`config.mk`:
```
export PLATFORM = sky130hd
export DESIGN_NAME = wrpp_ram
export DESIGN_NICKNAME = d
export VERILOG_FILES = /design/src/design/wrpp_ram.sv
export SDC_FILE = /design/constraint.sdc
export NUM_CORES = 1
export LEC_CHECK = 0
export BUFFER_PORTS_ARGS = -buffer_cell sky130_fd_sc_hd__buf_2
export CELL_PAD_IN_SITES_DETAIL_PLACEMENT = 1
export CELL_PAD_IN_SITES_GLOBAL_PLACEMENT = 1
export CORE_ASPECT_RATIO = 1.5
export CORE_UTILIZATION = 53
export CTS_CLUSTER_SIZE = 30
export DETAILED_ROUTE_END_ITERATION = 8
export PLACE_DENSITY_LB_ADDON = 0.1
export SLEW_MARGIN = 10
export SYNTH_ARGS = -nofsm -noshare
export SYNTH_HDL_FRONTEND = slang
export SYNTH_SLANG_ARGS = --single-unit
```
`constraint.sdc`:
```
create_clock -name clk -period 1.8 [get_ports clk]
set_clock_uncertainty 0.2 [all_clocks]
set_input_delay 0 -clock clk [delete_from_list [all_inputs] [get_ports clk]]
set_output_delay 0 -clock clk [all_outputs]
set_load 0.03 [all_outputs]
```
`src/design/wrpp_ram.sv`:
```
`timescale 1ns / 1ps

module wrpp_ram #(
  parameter int WIDTH = 8,
  parameter int DEPTH = 16
) (
  input  logic                     clk,
  input  logic                     we,
  input  logic [$clog2(DEPTH)-1:0] waddr,
  input  logic [WIDTH-1:0]         wdata,
  input  logic [$clog2(DEPTH)-1:0] raddr,
  output logic [WIDTH-1:0]         rdata
);

  logic [WIDTH-1:0] mem [DEPTH];
  logic [WIDTH-1:0] rdata_r;

  always_ff @(posedge clk) begin
    if (we) begin
      mem[waddr] <= wdata;
    end
    rdata_r <= mem[raddr];
  end

  assign rdata = rdata_r;

endmodule

```
; Yosys cells after proc, flatten, opt, wreduce, memory -nomap -nowiden
; Memories as Yosys holds them, arrays and structs flattened. A register that Yosys moved wholly into a read port is not among the register bits.
; Cells that the tools add are included.
[op_classes]
mux = 2
[ops]
columns = cell, count
row1 = $mux 1, 2
[totals]
mem_bits_rw = 128
n_memories = 1
regBits = 0
out_inout_bits = 8
in_bits = 18
[memory_table]
columns = memory, depth, width, rd, rd_clocked_by_memory_dff, write_ports, line_no
row1 = mem, 16, 8, 1, 1, 1, 15  ; logic [WIDTH-1:0] mem [DEPTH];

; Longest topological paths before layout
; Gate-level depths: netlist (run 1).
[logic_depth]
word_depth = 2
depth_mapped = 5
mapped_depth_nobuf = 3

; Worst setup path after synthesis (run 1)
; No wires, ideal clock.
[synth_timing]
kind = input -> register
startpoint = input port waddr[2]
endpoint = memory mem[0][0], enable pin
path_slack_ns = 0.107
n_path_buf = 0
stages = 2
t_arrival_ns = 1.110
required_time_ns = 1.217
path_cell_list = or3b_2 -> nor3_1
[synth_lines]
columns = element, line_no
row1 = from (decl), 9  ; input logic [$clog2(DEPTH)-1:0] waddr,
row2 = to (decl), 15
; No word-level cell before the write port.

; Worst setup path after layout (run 1)
[layout_timing]
startpoint = input port waddr[2]
endpoint = memory mem[0][3], enable pin
; No word-level cell before the write port.

==> impl_metrics.toml, run 1 <==
[timing]
worst-slew-pin-transition_ns = 0.454
fmax_mhz = 581
setup_tns_ns = 0
fin_crit_ns = 1.72
rsz0062_at_grt = "false"
slew_headroom_pct = 69.7
hold_violations = 0
drv_slew = 0
fin_crit_sh_pct = 95.5
setup_viol = 0

[global_route]
grt_pass1_vias = 2792
grt_antenna_before_repair = 0
grt_overflow = 0
grt_pass1_wl_um = 16100
grt_usage_pct = 24.9
grt_max_degree = 22

[worst_setup_path]
cpPeakStageDelay_ns = 0.54
crit_path_cell_trace = "dlygate4sd3_1 -> buf_2 -> or3b_2 -> nor3_1 -> buf_4"
worstPathMaxFanout = 8
crit_required_ns = 1.72
critPathKind = "in2reg"
critical_path.endpoint_type = "register"
worstPathArrival_ns = 1.64
startpoint = "waddr[2]"
slowest_stage = "or3b_2"
start_kind = "input pin"
reg2reg_depth = 3
r2r_start = "mem[10][0]"

[placed_design]
port_buffers = 25
place_congestion = 0.802
hpwl_um = 6840

[worst_hold_path]
hp-class = "in2reg"
whs_path_depth = 5
min-delay-start = "raddr[0]"

[logic_synthesis]
synth_cell_type_count = 19
syn_avg_cell_area_um2 = 22.5
synth-seq-cells = 136
seq_area_frac_synth_pct = 77.8
syn_inst = 229
synth_nets = 247
syn_area_um2 = 5150
synth-warning-count = 0

[run]
cap_viol_max_count = 0

[route]
wl_per_cell_um = 25.3
num_vias = 2558
wl_um = 10800
post-route-drc-count = 0
drt_iter0_markers = 154
firstDrtPassIters = 4
via_per_inst = 5.98
ant_nets = 0

[cells_and_area]
syn_to_final_growth_pct = 21.8
n_antenna_cell = 0
drive_gt1_share_pct = 30.1
num-fill-cells = 766
final_cell_mix = "edfxtp_1 (128), buf_2 (25), buf_4 (20), mux4_2 (18)"
nets = 321
seqCellArea_um2 = 4000
layout_commonest_cell = "edfxtp_1"
multi_input_area_um2 = 1060

[power]
finalPower_w = 0.00724
p_seq_share_pct = 49.2
leakage_nw = 2.16
vdd_drop_max_v = 0.000840
clkPwrFrac_pct = 45.1
swShare_pct = 20.8
combPwrFrac_pct = 5.7
p_per_area_nw_per_um2 = 1150
p_int_w = 0.00573
switching_power_w = 0.00150

[clocking]
path_clk_slew_ns = 0.06
ctsLongestPathBuffers = 2
cts_hold_buf = 17
insertion_delay_ns = 0.41
postCtsSetupBuffers = 0
htreeDepth = 4
tritoncts.num_buffers = 17
root_buffer = "clkbuf_16"
cts-resized-gates = 0
cts_sinks = 136
cts_tree = "done"

[die]
die-width_um = 82.5
die_h_um = 123
initial_core_util_pct = 55.0
fp.dieArea_um2 = 10100
coreArea_um2 = 9360
io_pins = 26
row_count = 43

[outcome]
status = "completed"
[power by group through the flow]
stage | registers [W] | clock network (W) | logic, W
2_1_floorplan | 0.00366 | 0 | 0.000180
3_3_place_gp | 0.00362 | 0 | 0.000379
3_5_place_dp | 0.00363 | 0 | 0.000388
4_1_cts | 0.00356 | 0.00331 | 0.000418
5_1_grt | 0.00357 | 0.00341 | 0.000445
6_report | 0.00356 | 0.00326 | 0.000412
[synth_stat cells]
cell type / number / area, µm²
a22oi_1: 16 / 120
and2_1: 1 / 6.26
and2b_1: 1 / 7.51
buf_2: 3 / 15.0
buf_4: 1 / 7.51
buf_6: 3 / 33.8
clkdlybuf4s25_2: 3 / 30.0
dfxtp_1: 8 / 160
edfxtp_1: 128 / 3840
mux4_1: 14 / 368
mux4_2: 18 / 405
nand2_1: 9 / 33.8
nand2b_1: 2 / 12.5
nand3_1: 1 / 5.00
nand3b_1: 2 / 15.0
nor2_1: 13 / 48.8
nor2b_1: 1 / 6.26
nor3_1: 4 / 20.0
or3b_2: 1 / 8.76
[flip-flops by register name (all words and copies together), names as in the netlist]
name	cells
mem	128
rdata	8
[cell families (layout without fill, tap and decap cells)]
family / after synthesis / in the layout / synth area share (%)
compound gates: 16 / 16 / 2.33
buf+inv: 10 / 97 / 1.68
flops: 136 / 136 / 77.8
mux: 32 / 32 / 15.0
simple gates: 35 / 35 / 3.18
[critical path: cells and delay by family]
family,cells,cell delay (ns)
buffers and inverters,3,0.89
and+or+nand+nor,2,0.74
[through the flow]
step	util [%]	area (µm²)	std cells	hold slack [ns]	setup WS (ns)
after floorplan	-	5150	229	-0.101	0.107
after global placement	59.1	5540	379	0.187	0.179
after detailed placement	59.1	5540	379	0.200	0.187
after CTS	67.0	6270	428	0.0572	0.109
after global routing	67.0	6270	428	0.0925	0.0411
final	67.0	6270	428	0.0693	0.0802
[final timing paths]
kind                    end  slack [ns]
setup / recovery  mem[0][3]        0.08
hold / removal     rdata[2]        0.07
setup reg to reg   rdata[0]        0.23
hold reg to reg    rdata[0]        0.46
[cell type report]
| type | instances | area share [%] |
|---|---|---|
| sequential | 136 | 63.9 |
| multi-input combinational | 83 | 16.9 |
| timing repair buffer | 65 | 8.06 |
| tap | 112 | 2.24 |
| clock buffer | 18 | 6.85 |
| clock inverter | 14 | 2.12 |
[metal layers]
layer  track usage (%)  vias to the layer above  share of wire, %
met5                 0                        -                 0
li1                  -                     1127                 -
met2              41.1                       71                53
met1              31.1                     1341                41
met3              5.43                       19               3.6
met4              11.1                        0               2.1
No activity file was read; power rests on OpenSTA's default activity.
==> run 2: changes to the inputs <==
--- a/config.mk
+++ b/config.mk
@@ -9,10 +9,12 @@
 export CELL_PAD_IN_SITES_DETAIL_PLACEMENT = 1
 export CELL_PAD_IN_SITES_GLOBAL_PLACEMENT = 1
 export CORE_ASPECT_RATIO = 1.5
-export CORE_UTILIZATION = 53
+export CORE_UTILIZATION = 56
+export CTS_BUF_LIST = sky130_fd_sc_hd__clkbuf_4
 export CTS_CLUSTER_SIZE = 30
 export DETAILED_ROUTE_END_ITERATION = 8
 export PLACE_DENSITY_LB_ADDON = 0.1
+export REMOVE_ABC_BUFFERS = 1
 export SLEW_MARGIN = 10
 export SYNTH_ARGS = -nofsm -noshare
 export SYNTH_HDL_FRONTEND = slang
==> run 2 against run 1 <==
Net effect: non-clock buffer count increased by 4; flip-flop and latch count unchanged; critical path depth increased by 1.
==> impl_metrics.toml, run 2 (same netlist as run 1, synthesis figures left out) <==
[die]
coreArea_um2 = 8880
initial_core_util_pct = 58.0
row_count = 42
die-width_um = 80.3
fp.dieArea_um2 = 9590
die_h_um = 119
io_pins = 26

[placed_design]
place_ws_ns = 0.0837
placed_cells = 378
place_congestion = 0.764
hpwl_um = 7120
port_buffers = 25

[worst_setup_path]
worstPathArrival_ns = 1.77
worstPathMaxFanout = 6
crit_required_ns = 1.83
critical_path.endpoint_type = "register"
endpoint = "mem[5][4]"
regToRegEndpoint = "rdata[5]"
reg2reg_slack_ns = 0.16
start_kind = "input pin"
reg2reg_depth = 3
critPathKind = "in2reg"
startpoint = "we"
r2r_start = "mem[0][5]"

[route]
drt_iter0_markers = 161
num_vias = 2539
wl_per_cell_um = 24.6
firstDrtPassIters = 4
wl_um = 10600
post-route-drc-count = 0
via_per_inst = 5.90
ant_nets = 0

[cells_and_area]
largest_reg_flops = 128
n_antenna_cell = 0
drive_gt1_share_pct = 30.3
layout.cells.non_filler = 430
final_cell_mix = "edfxtp_1 (128), buf_2 (25), buf_4 (21), dlygate4sd3_1 (20)"
multi_input_area_um2 = 1060
final_util_pct = 67.8
num-fill-cells = 723
syn_to_final_growth_pct = 16.9
top_register = "mem"
nets = 325
seqCellArea_um2 = 4000
layout_commonest_cell = "edfxtp_1"

[clocking]
postCtsSetupBuffers = 0
tritoncts.num_buffers = 17
root_buffer = "clkbuf_4"
insertion_delay_ns = 0.52
cts_sinks = 136
path_clk_slew_ns = 0.12
ctsLongestPathBuffers = 2
htreeDepth = 4
cts_tree = "done"

[timing]
fmax_mhz = 575
worst_slack_ns = 0.0623
setup_viol = 0
setup_tns_ns = 0
worst-slew-pin-transition_ns = 0.423
rsz0062_at_grt = "false"
drv_slew = 0
fin_crit_ns = 1.74
fin_crit_sh_pct = 96.5
slew_headroom_pct = 71.8
hold_violations = 0

[worst_hold_path]
hp-class = "in2reg"

[global_route]
grt_pass1_vias = 2916
grt_overflow = 0
grt_antenna_before_repair = 0
grt_max_degree = 33
grt_usage_pct = 25.6
grt_pass1_wl_um = 16200

[power]
p_per_area_nw_per_um2 = 968
finalPower_w = 0.00582
vdd_drop_max_v = 0.000660
leakage_nw = 2.05

[outcome]
status = "completed"

[run]
cap_viol_max_count = 0
==> run 2: changes by cell type in the layout (fill, tap and decap cells not counted) <==
cell	before	now
clkinv_1	3	4
clkinv_4	0	1
clkbuf_16	17	0
clkinvlp_4	5	4
clkinv_2	3	2
nor2_4	0	1
clkbuf_4	0	18
clkbuf_1	1	0
buf_4	20	21
nor2_1	13	12
dlygate4sd3_1	17	20
==> run 2: metal layers <==
metal  up-vias  wire length [µm]  share of wire (%)  GRT usage, %
met1      1312              4060                 38          28.4
met4         0               314                3.0          13.2
met2        75              5870                 55          44.6
met5         -                 0                  0             0
met3        23               334                3.2          6.28
li1       1129                 -                  -             -
==> run 2: where the power goes <==
| group | switching, W | internal, W | total [W] |
|---|---|---|---|
| Sequential | 0.0000233 | 0.00353 | 0.00356 |
| Clock | 0.00103 | 0.000819 | 0.00185 |
| Combinational | 0.000233 | 0.000179 | 0.000412 |
| Total | 0.00129 | 0.00453 | 0.00582 |
==> run 2: critical path: stages <==
cell,delay (ns)
dlygate4sd3_1,0.53
buf_2,0.14
nand3b_1,0.10
dlygate4sd3_1,0.65
nor2_4,0.17
buf_4,0.19
==> run 2: layout make-up <==
cell class | count | share of cell area, %
clock buffers | 18 | 2.25
clock inverters | 14 | 2.20
multi-input cells | 83 | 17.7
flip-flops and latches | 136 | 66.5
well taps | 110 | 2.29
repair buffers | 69 | 9.02
==> run 2: timing repair <==
| action | 4_1_cts | 5_1_grt |
|---|---|---|
| hold endpoints to repair | 264 | 0 |
| hold buffers | 20 | 0 |
| gates resized for setup | 0 | 2 |
| setup endpoints to repair | 0 | 6 |
==> run 2: metrics by stage <==
| stage | area, µm² | hold WS, ns |
|---|---|---|
| floorplan | 5060 | -0.101 |
| global placement | 5540 | 0.171 |
| detailed placement | 5540 | 0.187 |
| CTS | 6010 | 0.132 |
| global route | 6020 | 0.162 |
| finish | 6020 | 0.197 |
==> run 2: worst min-delay path by stage <==
| stage | start | to | slack (ns) | cells after the start |
|---|---|---|---|---|
| after CTS | wdata[1] | mem[5][1] | 0.13 | 2 |
| after global placement | wdata[1] | mem[5][1] | 0.17 | 1 |
| after global routing | wdata[0] | mem[4][0] | 0.16 | 2 |
| after detailed placement | wdata[1] | mem[5][1] | 0.19 | 1 |
| final | wdata[1] | mem[5][1] | 0.20 | 2 |
| after floorplan | wdata[0] | mem[0][0] | -0.10 | 0 |
==> run 3: changes to the inputs <==
--- a/config.mk
+++ b/config.mk
@@ -5,14 +5,14 @@
 export SDC_FILE = /design/constraint.sdc
 export NUM_CORES = 1
 export LEC_CHECK = 0
-export BUFFER_PORTS_ARGS = -buffer_cell sky130_fd_sc_hd__buf_2
 export CELL_PAD_IN_SITES_DETAIL_PLACEMENT = 1
 export CELL_PAD_IN_SITES_GLOBAL_PLACEMENT = 1
 export CORE_ASPECT_RATIO = 1.5
-export CORE_UTILIZATION = 56
+export CORE_UTILIZATION = 52
 export CTS_BUF_LIST = sky130_fd_sc_hd__clkbuf_4
 export CTS_CLUSTER_SIZE = 30
 export DETAILED_ROUTE_END_ITERATION = 8
+export DONT_BUFFER_PORTS = 1
 export PLACE_DENSITY_LB_ADDON = 0.1
 export REMOVE_ABC_BUFFERS = 1
 export SLEW_MARGIN = 10
==> constraint.sdc (replaced) <==
create_clock -name clk -period 1.5 [get_ports clk]
set_clock_uncertainty 0.2 [all_clocks]
set_input_delay 0 -clock clk [delete_from_list [all_inputs] [get_ports clk]]
set_output_delay 0 -clock clk [all_outputs]
set_load 0.03 [all_outputs]
==> run 3 against run 2 <==
Net effect: the flow now finishes with violations (hold timing); die area increased by 7.5%; flip-flop and latch count is the same; register-to-register slack worse by 0.15 ns; count of clock-buffer cells in the layout shrank 1; combinational power shrank 12%; routed wire length down 6.0%; first-iteration DRC count shrank 11%; worst setup slack lost 0.056 ns; non-clock buffer count down 34; sequential power up 22%; largest cell class unchanged; highest routed layer unchanged.
==> impl_metrics.toml, run 3 (same netlist as run 1, synthesis figures left out) <==
[outcome]
status = "finished with violations"
violations = "hold timing"

[cells_and_area]
final_util_pct = 60.4
nets = 291
largest_reg_flops = 128
fin_area_um2 = 5810
syn_to_final_growth_pct = 13.0
final_cell_mix = "edfxtp_1 (128), mux4_2 (31), buf_4 (21), clkbuf_4 (17)"
drive_gt1_share_pct = 32.9
layout_commonest_cell = "edfxtp_1"
top_register = "mem"
layout.cells.non_filler = 402
num-fill-cells = 795

[route]
via_per_inst = 5.89
num_vias = 2369
firstDrtPassIters = 4
ant_nets = 0
drt_iter0_markers = 144
wl_um = 9940
post-route-drc-count = 0
wl_per_cell_um = 24.7

[power]
p_per_area_nw_per_um2 = 1230
vdd_drop_max_v = 0.000820
leakage_nw = 1.88

[timing]
fmax_mhz = 669
hold_violations = 8
setup_viol = 0
fin_crit_sh_pct = 99.6
fin_crit_ns = 1.49
setup_tns_ns = 0
drv_slew = 0
worst-slew-pin-transition_ns = 0.601
slew_headroom_pct = 59.8
rsz0062_at_grt = "true"
hold_slack_ns = -0.376

[worst_hold_path]
min-delay-start = "raddr[0]"
hp-class = "in2reg"

[global_route]
grt_pass1_wl_um = 14700
grt_max_degree = 33
grt_overflow = 0
grt_pass1_vias = 2575
grt_antenna_before_repair = 1
grt_usage_pct = 20.7

[die]
coreArea_um2 = 9630
die-width_um = 83.2
io_pins = 26
row_count = 44
initial_core_util_pct = 53.4
die_h_um = 124
fp.dieArea_um2 = 10300

[placed_design]
hpwl_um = 6550
port_buffers = 0
place_congestion = 0.731
placed_cell_area_um2 = 5360
placed_cells = 355

[run]
cap_viol_max_count = 0

[worst_setup_path]
worstPathArrival_ns = 1.71
crit_buf_inv = 0
crit_required_ns = 1.72
worstPathMaxFanout = 1
reg2reg_slack_ns = 0.006
slowest_stage = "mux4_2"
start_kind = "register"
critPathKind = "reg2reg"
crit_path_cell_trace = "mux4_2 -> a22oi_2 -> nand2_1"
critical_path.endpoint_type = "register"
cpPeakStageDelay_ns = 0.49
r2r_start = "mem[3][5]"
crit_family = "multiplexers"
startpoint = "mem[3][5]"

[clocking]
path_clk_slew_ns = 0.12
root_buffer = "clkbuf_4"
htreeDepth = 4
ctsLongestPathBuffers = 2
insertion_delay_ns = 0.53
cts_hold_buf = 14
cts_sinks = 136
cts_tree = "done"
tritoncts.num_buffers = 17
[run 3: final cells by class]
cell class | count | area [µm²] | area share, %
sequential | 136 | 4000 | 68.9
multi-input combinational | 83 | 1050 | 18.1
timing repair buffer | 35 | 308 | 5.29
clock inverter | 15 | 175 | 3.01
tap | 115 | 144 | 2.47
clock buffer | 17 | 128 | 2.19
antenna | 1 | 2.50 | 0.0430
[run 3: repair_timing]
action,4_1_cts,5_1_grt
endpoints found under the setup margin,7,7
setup buffers,0,0
pin swaps,4,4
gates resized for setup,11,11
hold endpoints to repair,264,8
[run 3: metal layers]
| metal | wire length [µm] | share of wire, % | GRT usage (%) | vias to the layer above |
|---|---|---|---|---|
| met5 | 0 | 0 | 0 | - |
| met4 | 179 | 1.8 | 9.27 | 0 |
| met3 | 378 | 3.8 | 6.23 | 13 |
| met2 | 5440 | 55 | 36.6 | 70 |
| met1 | 3940 | 40 | 23.4 | 1234 |
| li1 | - | - | - | 1052 |
[run 3: tightest hold or removal path, stage by stage]
cell	delay, ns
mux4_2	0.21
a22oi_2	0.06
nand2_1	0.05
[run 3: path summary, 6_finish.rpt]
kind	endpoint	depth (start not counted)
max reg2reg	rdata[5]	3
max	rdata[5]	3
min	rdata[4]	3
min reg2reg	rdata[2]	3
[run 3: stage by stage]
| step | total power [W] | setup WS, ns |
|---|---|---|
| floorplan | 0.00457 | -0.193 |
| global placement | 0.00464 | -0.0239 |
| detailed placement | 0.00465 | -0.0563 |
| CTS | 0.00722 | -0.0149 |
| global route | 0.00738 | -0.0304 |
| finish | 0.00716 | 0.00627 |
[run 3: where the power goes]
part	total, W	switching [W]	internal [W]
Sequential	0.00433	0.0000827	0.00424
Combinational	0.000361	0.000187	0.000174
Clock	0.00247	0.00131	0.00116
